File: src/design/tpz_pkg.sv
// ----------------------------------------------------------------------------
// Touch zone hit test - shared package
// Command layout, action/status/register codes and fixed sizes of the block.
// ----------------------------------------------------------------------------
`default_nettype none

package tpz_pkg;

  // Fixed sizes
  localparam int unsigned CoordW      = 16;
  localparam int unsigned CfgIdxW     = 3;
  localparam int unsigned CfgDataW    = 13;
  localparam int unsigned ResultLimit = 8;
  localparam int unsigned CntW        = $clog2(ResultLimit);
  localparam int unsigned QueueDepth  = 2;

  // Mask that pulls the low nibble out of a raw touch byte
  localparam logic [7:0] NibbleMask = 8'h0F;

  // Action codes of an input item
  localparam logic [1:0] ACT_REPORT     = 2'd0;
  localparam logic [1:0] ACT_REGISTER   = 2'd1;
  localparam logic [1:0] ACT_UNREGISTER = 2'd2;

  // Result status codes
  localparam logic [1:0] ST_OK       = 2'd0;
  localparam logic [1:0] ST_FULL     = 2'd1;
  localparam logic [1:0] ST_BAD_SLOT = 2'd2;

  // Configuration register indexes
  localparam logic [CfgIdxW-1:0] CFG_SWAP_AXES    = 3'd0;
  localparam logic [CfgIdxW-1:0] CFG_MIRROR_X     = 3'd1;
  localparam logic [CfgIdxW-1:0] CFG_MIRROR_Y     = 3'd2;
  localparam logic [CfgIdxW-1:0] CFG_PANEL_WIDTH  = 3'd3;
  localparam logic [CfgIdxW-1:0] CFG_PANEL_HEIGHT = 3'd4;

  // Classified command passed from front to back through the queue
  typedef struct packed {
    logic [1:0]        kind;
    logic              touched;
    logic [CoordW-1:0] pos_x;
    logic [CoordW-1:0] pos_y;
    logic [CoordW-1:0] cx_a;
    logic [CoordW-1:0] cy_a;
    logic [CoordW-1:0] cx_b;
    logic [CoordW-1:0] cy_b;
    logic [3:0]        slot;
  } cmd_t;

endpackage

`default_nettype wire

File: src/design/tpz_if.sv
// ----------------------------------------------------------------------------
// Touch zone hit test - channel interfaces
// Valid/ready channels for input items and for result items.
// ----------------------------------------------------------------------------
`default_nettype none

interface tpz_in_if;
  logic        valid;
  logic        ready;
  logic [1:0]  action;
  logic [7:0]  status_byte;
  logic [7:0]  x_high_byte;
  logic [7:0]  x_low_byte;
  logic [7:0]  y_high_byte;
  logic [7:0]  y_low_byte;
  logic [15:0] corner_x_a;
  logic [15:0] corner_y_a;
  logic [15:0] corner_x_b;
  logic [15:0] corner_y_b;
  logic [3:0]  slot_to_free;

  modport source (
    output valid, action, status_byte, x_high_byte, x_low_byte, y_high_byte,
           y_low_byte, corner_x_a, corner_y_a, corner_x_b, corner_y_b, slot_to_free,
    input  ready
  );
  modport sink (
    input  valid, action, status_byte, x_high_byte, x_low_byte, y_high_byte,
           y_low_byte, corner_x_a, corner_y_a, corner_x_b, corner_y_b, slot_to_free,
    output ready
  );
endinterface

interface tpz_out_if;
  logic        valid;
  logic        ready;
  logic [1:0]  status;
  logic        touched;
  logic [15:0] pos_x;
  logic [15:0] pos_y;
  logic        zone_hit;
  logic [3:0]  zone_slot;
  logic        last;

  modport source (
    output valid, status, touched, pos_x, pos_y, zone_hit, zone_slot, last,
    input  ready
  );
  modport sink (
    input  valid, status, touched, pos_x, pos_y, zone_hit, zone_slot, last,
    output ready
  );
endinterface

`default_nettype wire

File: src/design/touch_point_zone_hit_test_core.sv
// Order: an accepted item is stored in the queue before it can be popped; its result
//   is loaded into the output register at the pop, or after the S_SCAN zone scan.
// Pacing: register, unregister and non-press reports go back to back while results are
//   taken; a press-edge report stalls pops for a slot-by-slot scan and one result
//   per hit (up to 8), set by the single-slot containment unit in the back end.
// Reset: clears configuration, zone use flags, press flag, queue and output register.
// ----------------------------------------------------------------------------
// Touch zone hit test - top level
// Front end decodes items into a short queue; back end executes them against
// the zone table and emits results.
// ----------------------------------------------------------------------------
`default_nettype none

module touch_point_zone_hit_test_core #(
  parameter int unsigned ZONES = 8
) (
  input  logic                         clk_i,
  input  logic                         rst_ni,
  input  logic                         cfg_we_i,
  input  logic [tpz_pkg::CfgIdxW-1:0]  cfg_idx_i,
  input  logic [tpz_pkg::CfgDataW-1:0] cfg_wdata_i,
  tpz_in_if.sink                       req_i,
  tpz_out_if.source                    rsp_o
);
  import tpz_pkg::*;

  logic push_valid, push_ready, pop_valid, pop_ready;
  cmd_t push_data, pop_data;

  tpz_front u_front (
    .clk_i        (clk_i),
    .rst_ni       (rst_ni),
    .cfg_we_i     (cfg_we_i),
    .cfg_idx_i    (cfg_idx_i),
    .cfg_wdata_i  (cfg_wdata_i),
    .req_i        (req_i),
    .push_valid_o (push_valid),
    .push_ready_i (push_ready),
    .push_data_o  (push_data)
  );

  tpz_fifo u_fifo (
    .clk_i        (clk_i),
    .rst_ni       (rst_ni),
    .push_valid_i (push_valid),
    .push_ready_o (push_ready),
    .push_data_i  (push_data),
    .pop_valid_o  (pop_valid),
    .pop_ready_i  (pop_ready),
    .pop_data_o   (pop_data)
  );

  tpz_back #(
    .ZONES (ZONES)
  ) u_back (
    .clk_i       (clk_i),
    .rst_ni      (rst_ni),
    .pop_valid_i (pop_valid),
    .pop_ready_o (pop_ready),
    .pop_data_i  (pop_data),
    .rsp_o       (rsp_o)
  );

  // A zone hit is always a touched, successful report
  assert property (@(posedge clk_i) disable iff (!rst_ni)
    rsp_o.valid && rsp_o.zone_hit |-> rsp_o.touched && (rsp_o.status == ST_OK))
    else $error("zone hit on a result that is not a touched report");

  // No touch means no coordinates
  assert property (@(posedge clk_i) disable iff (!rst_ni)
    rsp_o.valid && !rsp_o.touched |-> (rsp_o.pos_x == '0) && (rsp_o.pos_y == '0))
    else $error("coordinates set on an untouched result");

  // Error results are single table results
  assert property (@(posedge clk_i) disable iff (!rst_ni)
    rsp_o.valid && (rsp_o.status != ST_OK) |->
      !rsp_o.touched && !rsp_o.zone_hit && rsp_o.last)
    else $error("error status on a report or non-final result");

endmodule

`default_nettype wire

File: src/design/tpz_fifo.sv
// ----------------------------------------------------------------------------
// Touch zone hit test - command queue
// Short FIFO of classified commands between the front and the back.
// ----------------------------------------------------------------------------
`default_nettype none

module tpz_fifo (
  input  logic          clk_i,
  input  logic          rst_ni,
  input  logic          push_valid_i,
  output logic          push_ready_o,
  input  tpz_pkg::cmd_t push_data_i,
  output logic          pop_valid_o,
  input  logic          pop_ready_i,
  output tpz_pkg::cmd_t pop_data_o
);
  import tpz_pkg::*;

  localparam int unsigned PtrW   = (QueueDepth > 1) ? $clog2(QueueDepth) : 1;
  localparam int unsigned CountW = $clog2(QueueDepth + 1);

  cmd_t              entry_q [QueueDepth];
  logic [PtrW-1:0]   wr_ptr_q, rd_ptr_q;
  logic [CountW-1:0] count_q;
  logic              push, pop;

  assign push_ready_o = (count_q != CountW'(QueueDepth));
  assign pop_valid_o  = (count_q != '0);
  assign pop_data_o   = entry_q[rd_ptr_q];
  assign push         = push_valid_i && push_ready_o;
  assign pop          = pop_valid_o && pop_ready_i;

  // Advance pointers and fill level
  always_ff @(posedge clk_i or negedge rst_ni) begin
    if (!rst_ni) begin
      wr_ptr_q <= '0;
      rd_ptr_q <= '0;
      count_q  <= '0;
    end else begin
      if (push) begin
        wr_ptr_q <= (wr_ptr_q == PtrW'(QueueDepth - 1)) ? '0 : wr_ptr_q + 1'b1;
      end
      if (pop) begin
        rd_ptr_q <= (rd_ptr_q == PtrW'(QueueDepth - 1)) ? '0 : rd_ptr_q + 1'b1;
      end
      if (push && !pop) begin
        count_q <= count_q + 1'b1;
      end else if (pop && !push) begin
        count_q <= count_q - 1'b1;
      end
    end
  end

  // Store pushed item
  always_ff @(posedge clk_i) begin
    if (push) begin
      entry_q[wr_ptr_q] <= push_data_i;
    end
  end

endmodule

`default_nettype wire

File: src/design/tpz_front.sv
// ----------------------------------------------------------------------------
// Touch zone hit test - front end
// Holds the panel configuration, accepts items, decodes touch reports into
// mapped coordinates and pushes classified commands into the queue.
// ----------------------------------------------------------------------------
`default_nettype none

module tpz_front (
  input  logic                            clk_i,
  input  logic                            rst_ni,
  input  logic                            cfg_we_i,
  input  logic [tpz_pkg::CfgIdxW-1:0]     cfg_idx_i,
  input  logic [tpz_pkg::CfgDataW-1:0]    cfg_wdata_i,
  tpz_in_if.sink                          req_i,
  output logic                            push_valid_o,
  input  logic                            push_ready_i,
  output tpz_pkg::cmd_t                   push_data_o
);
  import tpz_pkg::*;

  logic                swap_axes_q, mirror_x_q, mirror_y_q;
  logic [CfgDataW-1:0] panel_width_q, panel_height_q;

  logic              touched, action_known;
  logic [CoordW-1:0] raw_x, raw_y, sw_x, sw_y, map_x, map_y;

  // Configuration registers
  always_ff @(posedge clk_i or negedge rst_ni) begin
    if (!rst_ni) begin
      swap_axes_q    <= 1'b0;
      mirror_x_q     <= 1'b0;
      mirror_y_q     <= 1'b0;
      panel_width_q  <= '0;
      panel_height_q <= '0;
    end else if (cfg_we_i) begin
      case (cfg_idx_i)
        CFG_SWAP_AXES:    swap_axes_q    <= cfg_wdata_i[0];
        CFG_MIRROR_X:     mirror_x_q     <= cfg_wdata_i[0];
        CFG_MIRROR_Y:     mirror_y_q     <= cfg_wdata_i[0];
        CFG_PANEL_WIDTH:  panel_width_q  <= cfg_wdata_i;
        CFG_PANEL_HEIGHT: panel_height_q <= cfg_wdata_i;
        default: ;
      endcase
    end
  end

  // Decode touch count and raw 12-bit coordinates
  assign touched = ((req_i.status_byte & NibbleMask) != 8'h00);
  assign raw_x   = {req_i.x_high_byte & NibbleMask, req_i.x_low_byte};
  assign raw_y   = {req_i.y_high_byte & NibbleMask, req_i.y_low_byte};

  // Swap, then mirror with 16-bit wrap
  always_comb begin
    sw_x  = swap_axes_q ? raw_y : raw_x;
    sw_y  = swap_axes_q ? raw_x : raw_y;
    map_x = sw_x;
    map_y = sw_y;
    if (mirror_x_q && (panel_width_q != '0)) begin
      map_x = CoordW'(panel_width_q) - CoordW'(1) - sw_x;
    end
    if (mirror_y_q && (panel_height_q != '0)) begin
      map_y = CoordW'(panel_height_q) - CoordW'(1) - sw_y;
    end
    if (!touched) begin
      map_x = '0;
      map_y = '0;
    end
  end

  // Drop items with an unknown action; queue the rest
  assign action_known = (req_i.action == ACT_REPORT) || (req_i.action == ACT_REGISTER) ||
                        (req_i.action == ACT_UNREGISTER);
  assign push_valid_o = req_i.valid && action_known;
  assign req_i.ready  = push_ready_i;

  always_comb begin
    push_data_o.kind    = req_i.action;
    push_data_o.touched = touched;
    push_data_o.pos_x   = map_x;
    push_data_o.pos_y   = map_y;
    push_data_o.cx_a    = req_i.corner_x_a;
    push_data_o.cy_a    = req_i.corner_y_a;
    push_data_o.cx_b    = req_i.corner_x_b;
    push_data_o.cy_b    = req_i.corner_y_b;
    push_data_o.slot    = req_i.slot_to_free;
  end

endmodule

`default_nettype wire

File: src/design/tpz_back.sv
// ----------------------------------------------------------------------------
// Touch zone hit test - back end
// Owns the zone table and press flag, executes queued commands, scans the
// zones one slot per cycle on a press edge and emits results through an
// output register.
// ----------------------------------------------------------------------------
`default_nettype none

module tpz_back #(
  parameter int unsigned ZONES = 8
) (
  input  logic          clk_i,
  input  logic          rst_ni,
  input  logic          pop_valid_i,
  output logic          pop_ready_o,
  input  tpz_pkg::cmd_t pop_data_i,
  tpz_out_if.source     rsp_o
);
  import tpz_pkg::*;

  localparam int unsigned SlotW = (ZONES > 1) ? $clog2(ZONES) : 1;
  localparam int unsigned SlotCmpW = 5;

  typedef enum logic [1:0] {S_IDLE, S_SCAN, S_EMIT} state_e;

  typedef struct packed {
    logic [1:0]        status;
    logic              touched;
    logic [CoordW-1:0] pos_x;
    logic [CoordW-1:0] pos_y;
    logic              zone_hit;
    logic [3:0]        zone_slot;
    logic              last;
  } rsp_t;

  state_e            state_q;
  logic [ZONES-1:0]  in_use_q;
  logic              was_pressed_q;
  logic [SlotW-1:0]  idx_q;
  logic [ZONES-1:0]  mask_q;
  logic [CntW-1:0]   cnt_q;
  logic [CoordW-1:0] cur_x_q, cur_y_q;
  logic              out_valid_q;
  rsp_t              out_q;

  logic [CoordW-1:0] left_q [ZONES];
  logic [CoordW-1:0] right_q [ZONES];
  logic [CoordW-1:0] top_q [ZONES];
  logic [CoordW-1:0] bottom_q [ZONES];

  logic              can_load, take, tbl_we, slot_ok, scan_hit, emit_last;
  logic              free_found, press_edge, out_load;
  logic [SlotW-1:0]  free_slot, hit_slot;
  logic [ZONES-1:0]  mask_next;
  logic [CoordW-1:0] lo_x, hi_x, lo_y, hi_y;

  // Handshakes
  assign can_load    = !out_valid_q || rsp_o.ready;
  assign pop_ready_o = (state_q == S_IDLE) && can_load;
  assign take        = pop_valid_i && pop_ready_o;

  // A report that starts a press goes to the slot scan instead of the output
  assign press_edge = (pop_data_i.kind == ACT_REPORT) && pop_data_i.touched && !was_pressed_q;
  assign out_load   = (take && !press_edge) || ((state_q == S_EMIT) && can_load);

  // Lowest free slot and lowest pending hit
  always_comb begin
    free_found = 1'b0;
    free_slot  = '0;
    hit_slot   = '0;
    for (int i = ZONES - 1; i >= 0; i--) begin
      if (!in_use_q[i]) begin
        free_found = 1'b1;
        free_slot  = SlotW'(i);
      end
      if (mask_q[i]) begin
        hit_slot = SlotW'(i);
      end
    end
  end

  // Clear lowest pending hit; stop at the result limit
  assign mask_next = mask_q & (mask_q - ZONES'(1));
  assign emit_last = (mask_next == '0) || (cnt_q == CntW'(ResultLimit - 1));

  // Order corners at registration
  assign lo_x = (pop_data_i.cx_a > pop_data_i.cx_b) ? pop_data_i.cx_b : pop_data_i.cx_a;
  assign hi_x = (pop_data_i.cx_a > pop_data_i.cx_b) ? pop_data_i.cx_a : pop_data_i.cx_b;
  assign lo_y = (pop_data_i.cy_a > pop_data_i.cy_b) ? pop_data_i.cy_b : pop_data_i.cy_a;
  assign hi_y = (pop_data_i.cy_a > pop_data_i.cy_b) ? pop_data_i.cy_a : pop_data_i.cy_b;

  assign tbl_we  = take && (pop_data_i.kind == ACT_REGISTER) && free_found;
  assign slot_ok = ({1'b0, pop_data_i.slot} < SlotCmpW'(ZONES));

  // Containment test of the slot under scan
  assign scan_hit = in_use_q[idx_q] &&
                    (cur_x_q >= left_q[idx_q]) && (cur_x_q <= right_q[idx_q]) &&
                    (cur_y_q >= top_q[idx_q]) && (cur_y_q <= bottom_q[idx_q]);

  // Zone rectangles
  always_ff @(posedge clk_i) begin
    if (tbl_we) begin
      left_q[free_slot]   <= lo_x;
      right_q[free_slot]  <= hi_x;
      top_q[free_slot]    <= lo_y;
      bottom_q[free_slot] <= hi_y;
    end
  end

  // Sequencer, table flags and output register
  always_ff @(posedge clk_i or negedge rst_ni) begin
    if (!rst_ni) begin
      state_q       <= S_IDLE;
      in_use_q      <= '0;
      was_pressed_q <= 1'b0;
      idx_q         <= '0;
      mask_q        <= '0;
      cnt_q         <= '0;
      cur_x_q       <= '0;
      cur_y_q       <= '0;
      out_valid_q   <= 1'b0;
      out_q         <= '0;
    end else begin
      // Hold a waiting result until taken; raise valid on every load
      out_valid_q <= out_load || (out_valid_q && !rsp_o.ready);
      case (state_q)
        S_IDLE: begin
          if (take) begin
            case (pop_data_i.kind)
              ACT_REPORT: begin
                was_pressed_q <= pop_data_i.touched;
                if (press_edge) begin
                  cur_x_q <= pop_data_i.pos_x;
                  cur_y_q <= pop_data_i.pos_y;
                  idx_q   <= '0;
                  mask_q  <= '0;
                  state_q <= S_SCAN;
                end else begin
                  out_q <= '{status: ST_OK, touched: pop_data_i.touched,
                             pos_x: pop_data_i.pos_x, pos_y: pop_data_i.pos_y,
                             zone_hit: 1'b0, zone_slot: 4'd0, last: 1'b1};
                end
              end
              ACT_REGISTER: begin
                if (free_found) begin
                  in_use_q[free_slot] <= 1'b1;
                  out_q <= '{status: ST_OK, touched: 1'b0, pos_x: '0, pos_y: '0,
                             zone_hit: 1'b0, zone_slot: 4'(free_slot), last: 1'b1};
                end else begin
                  out_q <= '{status: ST_FULL, touched: 1'b0, pos_x: '0, pos_y: '0,
                             zone_hit: 1'b0, zone_slot: 4'd0, last: 1'b1};
                end
              end
              ACT_UNREGISTER: begin
                if (slot_ok) begin
                  in_use_q[pop_data_i.slot[SlotW-1:0]] <= 1'b0;
                end
                out_q <= '{status: slot_ok ? ST_OK : ST_BAD_SLOT, touched: 1'b0,
                           pos_x: '0, pos_y: '0, zone_hit: 1'b0,
                           zone_slot: pop_data_i.slot, last: 1'b1};
              end
              default: ;
            endcase
          end
        end
        S_SCAN: begin
          mask_q[idx_q] <= scan_hit;
          if (idx_q == SlotW'(ZONES - 1)) begin
            cnt_q   <= '0;
            state_q <= S_EMIT;
          end else begin
            idx_q <= idx_q + 1'b1;
          end
        end
        S_EMIT: begin
          if (can_load) begin
            if (mask_q == '0) begin
              out_q <= '{status: ST_OK, touched: 1'b1, pos_x: cur_x_q, pos_y: cur_y_q,
                         zone_hit: 1'b0, zone_slot: 4'd0, last: 1'b1};
              state_q <= S_IDLE;
            end else begin
              out_q <= '{status: ST_OK, touched: 1'b1, pos_x: cur_x_q, pos_y: cur_y_q,
                         zone_hit: 1'b1, zone_slot: 4'(hit_slot), last: emit_last};
              mask_q <= mask_next;
              cnt_q  <= cnt_q + 1'b1;
              if (emit_last) begin
                state_q <= S_IDLE;
              end
            end
          end
        end
        default: state_q <= S_IDLE;
      endcase
    end
  end

  // Drive result channel
  assign rsp_o.valid     = out_valid_q;
  assign rsp_o.status    = out_q.status;
  assign rsp_o.touched   = out_q.touched;
  assign rsp_o.pos_x     = out_q.pos_x;
  assign rsp_o.pos_y     = out_q.pos_y;
  assign rsp_o.zone_hit  = out_q.zone_hit;
  assign rsp_o.zone_slot = out_q.zone_slot;
  assign rsp_o.last      = out_q.last;

endmodule

`default_nettype wire

File: src/flat_wrapper.sv
// flat-port wrapper written by rule: the top's interface ports become plain ports
module touch_point_zone_hit_test_core_flat import tpz_pkg::*;
#(
  parameter int unsigned ZONES = 8
)
  (clk_i, rst_ni, cfg_we_i, cfg_idx_i, cfg_wdata_i, req_i_valid, req_i_action, req_i_status_byte, req_i_x_high_byte, req_i_x_low_byte, req_i_y_high_byte, req_i_y_low_byte, req_i_corner_x_a, req_i_corner_y_a, req_i_corner_x_b, req_i_corner_y_b, req_i_slot_to_free, req_i_ready, rsp_o_valid, rsp_o_status, rsp_o_touched, rsp_o_pos_x, rsp_o_pos_y, rsp_o_zone_hit, rsp_o_zone_slot, rsp_o_last, rsp_o_ready);
  tpz_in_if req_i_i ();
  tpz_out_if rsp_o_i ();
  input  logic clk_i;
  input  logic rst_ni;
  input  logic cfg_we_i;
  input  logic [tpz_pkg::CfgIdxW-1:0] cfg_idx_i;
  input  logic [tpz_pkg::CfgDataW-1:0] cfg_wdata_i;
  input wire logic [$bits(req_i_i.valid)-1:0] req_i_valid;
  input wire logic [$bits(req_i_i.action)-1:0] req_i_action;
  input wire logic [$bits(req_i_i.status_byte)-1:0] req_i_status_byte;
  input wire logic [$bits(req_i_i.x_high_byte)-1:0] req_i_x_high_byte;
  input wire logic [$bits(req_i_i.x_low_byte)-1:0] req_i_x_low_byte;
  input wire logic [$bits(req_i_i.y_high_byte)-1:0] req_i_y_high_byte;
  input wire logic [$bits(req_i_i.y_low_byte)-1:0] req_i_y_low_byte;
  input wire logic [$bits(req_i_i.corner_x_a)-1:0] req_i_corner_x_a;
  input wire logic [$bits(req_i_i.corner_y_a)-1:0] req_i_corner_y_a;
  input wire logic [$bits(req_i_i.corner_x_b)-1:0] req_i_corner_x_b;
  input wire logic [$bits(req_i_i.corner_y_b)-1:0] req_i_corner_y_b;
  input wire logic [$bits(req_i_i.slot_to_free)-1:0] req_i_slot_to_free;
  output wire logic [$bits(req_i_i.ready)-1:0] req_i_ready;
  output wire logic [$bits(rsp_o_i.valid)-1:0] rsp_o_valid;
  output wire logic [$bits(rsp_o_i.status)-1:0] rsp_o_status;
  output wire logic [$bits(rsp_o_i.touched)-1:0] rsp_o_touched;
  output wire logic [$bits(rsp_o_i.pos_x)-1:0] rsp_o_pos_x;
  output wire logic [$bits(rsp_o_i.pos_y)-1:0] rsp_o_pos_y;
  output wire logic [$bits(rsp_o_i.zone_hit)-1:0] rsp_o_zone_hit;
  output wire logic [$bits(rsp_o_i.zone_slot)-1:0] rsp_o_zone_slot;
  output wire logic [$bits(rsp_o_i.last)-1:0] rsp_o_last;
  input wire logic [$bits(rsp_o_i.ready)-1:0] rsp_o_ready;
  assign req_i_i.valid = req_i_valid;
  assign req_i_i.action = req_i_action;
  assign req_i_i.status_byte = req_i_status_byte;
  assign req_i_i.x_high_byte = req_i_x_high_byte;
  assign req_i_i.x_low_byte = req_i_x_low_byte;
  assign req_i_i.y_high_byte = req_i_y_high_byte;
  assign req_i_i.y_low_byte = req_i_y_low_byte;
  assign req_i_i.corner_x_a = req_i_corner_x_a;
  assign req_i_i.corner_y_a = req_i_corner_y_a;
  assign req_i_i.corner_x_b = req_i_corner_x_b;
  assign req_i_i.corner_y_b = req_i_corner_y_b;
  assign req_i_i.slot_to_free = req_i_slot_to_free;
  assign req_i_ready = req_i_i.ready;
  assign rsp_o_valid = rsp_o_i.valid;
  assign rsp_o_status = rsp_o_i.status;
  assign rsp_o_touched = rsp_o_i.touched;
  assign rsp_o_pos_x = rsp_o_i.pos_x;
  assign rsp_o_pos_y = rsp_o_i.pos_y;
  assign rsp_o_zone_hit = rsp_o_i.zone_hit;
  assign rsp_o_zone_slot = rsp_o_i.zone_slot;
  assign rsp_o_last = rsp_o_i.last;
  assign rsp_o_i.ready = rsp_o_ready;
  touch_point_zone_hit_test_core #(.ZONES(ZONES)) u_core (.clk_i(clk_i), .rst_ni(rst_ni), .cfg_we_i(cfg_we_i), .cfg_idx_i(cfg_idx_i), .cfg_wdata_i(cfg_wdata_i), .req_i(req_i_i), .rsp_o(rsp_o_i));
endmodule
File: config.mk
export PLATFORM = sky130hd
export DESIGN_NAME = touch_point_zone_hit_test_core_flat
export DESIGN_NICKNAME = d
export VERILOG_FILES = /design/src/design/tpz_pkg.sv /design/src/design/tpz_if.sv /design/src/design/touch_point_zone_hit_test_core.sv /design/src/design/tpz_fifo.sv /design/src/design/tpz_front.sv /design/src/design/tpz_back.sv /design/src/flat_wrapper.sv
export SDC_FILE = /design/constraint.sdc
export NUM_CORES = 1
export LEC_CHECK = 0
export CAP_MARGIN = 15
export CORE_MARGIN = 2
export CORE_UTILIZATION = 40
export CTS_CLUSTER_DIAMETER = 50
export DETAILED_ROUTE_END_ITERATION = 16
export DONT_BUFFER_PORTS = 1
export GPL_ROUTABILITY_DRIVEN = 0
export MAX_ROUTING_LAYER = met4
export SETUP_SLACK_MARGIN = 0.4
export SLEW_MARGIN = 15
export SYNTH_ARGS = -nofsm -noshare
export SYNTH_HDL_FRONTEND = slang
export SYNTH_SLANG_ARGS = --single-unit
File: constraint.sdc
create_clock -name clk_i -period 17.5 [get_ports clk_i]
set_input_delay 3.5 -clock clk_i [delete_from_list [all_inputs] [get_ports clk_i]]
set_output_delay 3.5 -clock clk_i [all_outputs]
set_load 0.02 [all_outputs]
==> flow_summary.json <==
{
  "synth_edf_count": 714,
  "cts_sinks": 841,
  "final_nets": 2760,
  "cp-end-kind": "flip-flop",
  "port_buffers": 0,
  "hold_class": "reg2reg",
  "clk_latency_ns": 0.66,
  "crit_path_start_kind": "primary input",
  "setup_ws_ns": 11.73,
  "skew_ns": 0.0201,
  "yosys_warnings": 0,
  "ctsHoldBuffers": 0,
  "setup_viol_count_final": 0,
  "die-area_sq_um": 92900,
  "critical_path.max_stage_delay_ns": 0.50,
  "postCtsResizedCells": 0,
  "die_y_microns": 305,
  "fmax_mhz": 173,
  "gr-usage-all-layers": 0.194,
  "comb_power_share": 0.329,
  "diodes": 0,
  "p_int_mw": 4.84,
  "switching_share": 0.356,
  "slew_violations": 0,
  "syn_to_final_growth_pct": 12.8,
  "cts_tree": "yes",
  "clk_path_buf_depth": 3,
  "pwr-share-seq": 0.404,
  "syn-num-nets": 2750,
  "tns_ns": 0,
  "ctsHtreeMaxLevel": 3,
  "num_io_pins": 174,
  "wire_per_inst_microns": 23.8,
  "cp.arrival_ns": 6.16,
  "clkPwrFrac": 0.266,
  "synth-seq-cells": 841,
  "die_w_microns": 305,
  "clkTransAtPathRegs_ns": 0.06,
  "tightestPinTransition_ns": 1.14,
  "switching_power_mw": 2.68,
  "grt_max_degree": 128,
  "fin_crit_ns": 5.77,
  "start_util": 0.403,
  "grt_pass1_vias": 21413,
  "cp.required_ns": 17.90,
  "nFillCells": 7766,
  "coreArea_sq_um": 89900,
  "synth_top_cell_area_share": 0.592,
  "slew_headroom": 0.242,
  "synth_ff_type": "edfxtp_1",
  "outcome": "complete, no violations",
  "syn_area_sq_um": 36200,
  "final_layout_size_suffix_gt1_frac": 0.0988,
  "drt_iter0_drc": 1754,
  "crit_fanout": 4,
  "drc": 0,
  "grt_pass1_wl_mm": 133,
  "timing_worst_setup_path_type": "in2reg",
  "place_ws_ns": 11.14,
  "rows": 110,
  "async_reset_ff_frac": 0.151,
  "viasPerCell": 5.70,
  "drv_cap": 0,
  "grt-ovfl-total": 0,
  "cts_buffers": 94,
  "antenna_found_initial": 0,
  "rsz0062_at_grt": "no",
  "fin_crit_sh": 0.330,
  "final_antenna_net_count": 0,
  "peakVddDrop_uv": 109,
  "dpl.hpwl_mm": 55.2,
  "cp_slowest_cell": "nor3_1",
  "crit_path_cell_trace": "mux2i_1, ha_1, nor2b_1, o2111a_1, nor3_1, o21bai_1, a21oi_1, o21ai_0, a211oi_1",
  "first_pass_iters": 7,
  "postCtsSetupBuffers": 0,
  "avgSynthCellArea_sq_um": 14.6,
  "yosysTopAreaCell": "edfxtp_1",
  "layout_common_cells": "edfxtp_1, mux2i_1, a22oi_1",
  "synthTopCellsByArea": "edfxtp_1, dfrtp_1, mux2i_1, ha_1, a22oi_1",
  "syn_inst": 2482,
  "leakage_nw": 14.6,
  "layout.cells.non_filler": 3748,
  "cts_root_buffer": "clkbuf_16",
  "dp_cells": 3572,
  "hold_viol": 0,
  "num_vias": 21362,
  "synth.distinct_cells": 65,
  "synth_seq_area_share": 0.680,
  "powerDensity_nw_per_um2": 184,
  "final_common_cell": "edfxtp_1",
  "drt_wl_total_mm": 89.1
}
power by group through the flow:
| stage | logic [mW] | registers (mW) | clock network [mW] |
|---|---|---|---|
| 6_report | 2.48 | 3.04 | 2.00 |
| 5_1_grt | 2.73 | 3.06 | 2.12 |
| 4_1_cts | 2.48 | 3.04 | 2.03 |
| 3_5_place_dp | 2.46 | 3.08 | 0 |
| 3_3_place_gp | 2.37 | 3.07 | 0 |
| 2_1_floorplan | 1.73 | 2.96 | 0 |
cell families (layout without fill, tap and decap cells):
family                   count (synthesis)  after routing  share of synthesized area
AO/OA/AOI/OAI                          607            607                      0.117
flip-flops                             841            841                      0.680
XOR/XNOR                                46             46                     0.0111
multiplexers                           223            223                     0.0632
AND/OR/NAND/NOR                        441            441                     0.0613
adder cells (fa/ha/maj)                138            138                     0.0480
buffers and inverters                  186            276                     0.0198
critical path, delay by kind of cell:
family          cells  cell delay, ns
mux                 1            0.41
fa+ha+maj           1            0.33
compound gates      5            1.26
simple gates        2            0.65
registers in the layout, indices dropped and copies added, names as in the netlist, 15 cells and up:
name,cells
u_core.u_fifo.entry_q,202
u_core.u_back.bottom_q,128
u_core.u_back.left_q,128
u_core.u_back.right_q,128
u_core.u_back.top_q,128
u_core.u_back.cur_x_q,15
u_core.u_back.cur_y_q,15
u_core.u_back.rsp_o.pos_x,15
u_core.u_back.rsp_o.pos_y,15
cells in the mapped netlist, types with 35 or more instances:
cell,n
clkbuf_1,101
mux2_2,35
dfrtp_1,127
edfxtp_1,714
nor2_1,80
nand2_1,118
and3_1,67
a22oi_1,137
a22o_1,67
ha_1,135
inv_1,60
mux2i_1,187
a221oi_1,60
a21oi_1,89
nor3_1,52
o21ai_0,125
routing by layer:
metal | vias to the layer above | routed length (microns) | track usage
li1 | 9840 | - | -
met1 | 10730 | 37200 | 0.245
met2 | 667 | 44300 | 0.323
met3 | 125 | 5300 | 0.0286
met4 | 0 | 2360 | 0.0631
met5 | - | 0 | -
final cells by class:
type / count / area (sq um) / share of cell area
Sequential cell: 841 / 24600 / 0.603
Multi-Input combinational cell: 1455 / 11000 / 0.270
Clock buffer: 115 / 2500 / 0.0613
Tap cell: 1176 / 1470 / 0.0360
Clock inverter: 61 / 707 / 0.0173
Timing Repair Buffer: 39 / 293 / 0.00717
Inverter: 61 / 229 / 0.00560
metrics by stage:
| step | area, sq um | utilization | hold slack [ns] | power [mW] |
|---|---|---|---|---|
| floorplan | 36200 | - | 0.459 | 4.70 |
| global placement | 37600 | 0.419 | 0.485 | 5.44 |
| detailed placement | 37600 | 0.419 | 0.491 | 5.55 |
| CTS | 40900 | 0.455 | 0.499 | 7.55 |
| global route | 40900 | 0.455 | 0.515 | 7.92 |
| finish | 40900 | 0.455 | 0.504 | 7.51 |
final timing paths:
path / from / to / slack, ns / cells past startpoint
setup / recovery: req_i_x_low_byte[1] / u_core.u_fifo.entry_q[0][77]$_DFFE_PP_ / 11.73 / 9
hold / removal: u_core.u_fifo.count_q[1]$_DFFE_PN0P_ / u_core.u_fifo.count_q[1]$_DFFE_PN0P_ / 0.50 / 1
setup reg to reg: u_core.u_back.idx_q[1]$_DFFE_PN0P_ / u_core.u_back.mask_q[6]$_DFFE_PN0P_ / 12.09 / 12
hold reg to reg: u_core.u_fifo.count_q[1]$_DFFE_PN0P_ / u_core.u_fifo.count_q[1]$_DFFE_PN0P_ / 0.50 / 1
max in group asynchronous: rst_ni / u_core.u_front.panel_height_q[2]$_DFFE_PN0P_ / 14.75 / 0
min in group asynchronous: rst_ni / u_core.u_back.rsp_o.last$_DFFE_PN0P_ / 2.54 / 0
Power figures use the tool's default switching activity.
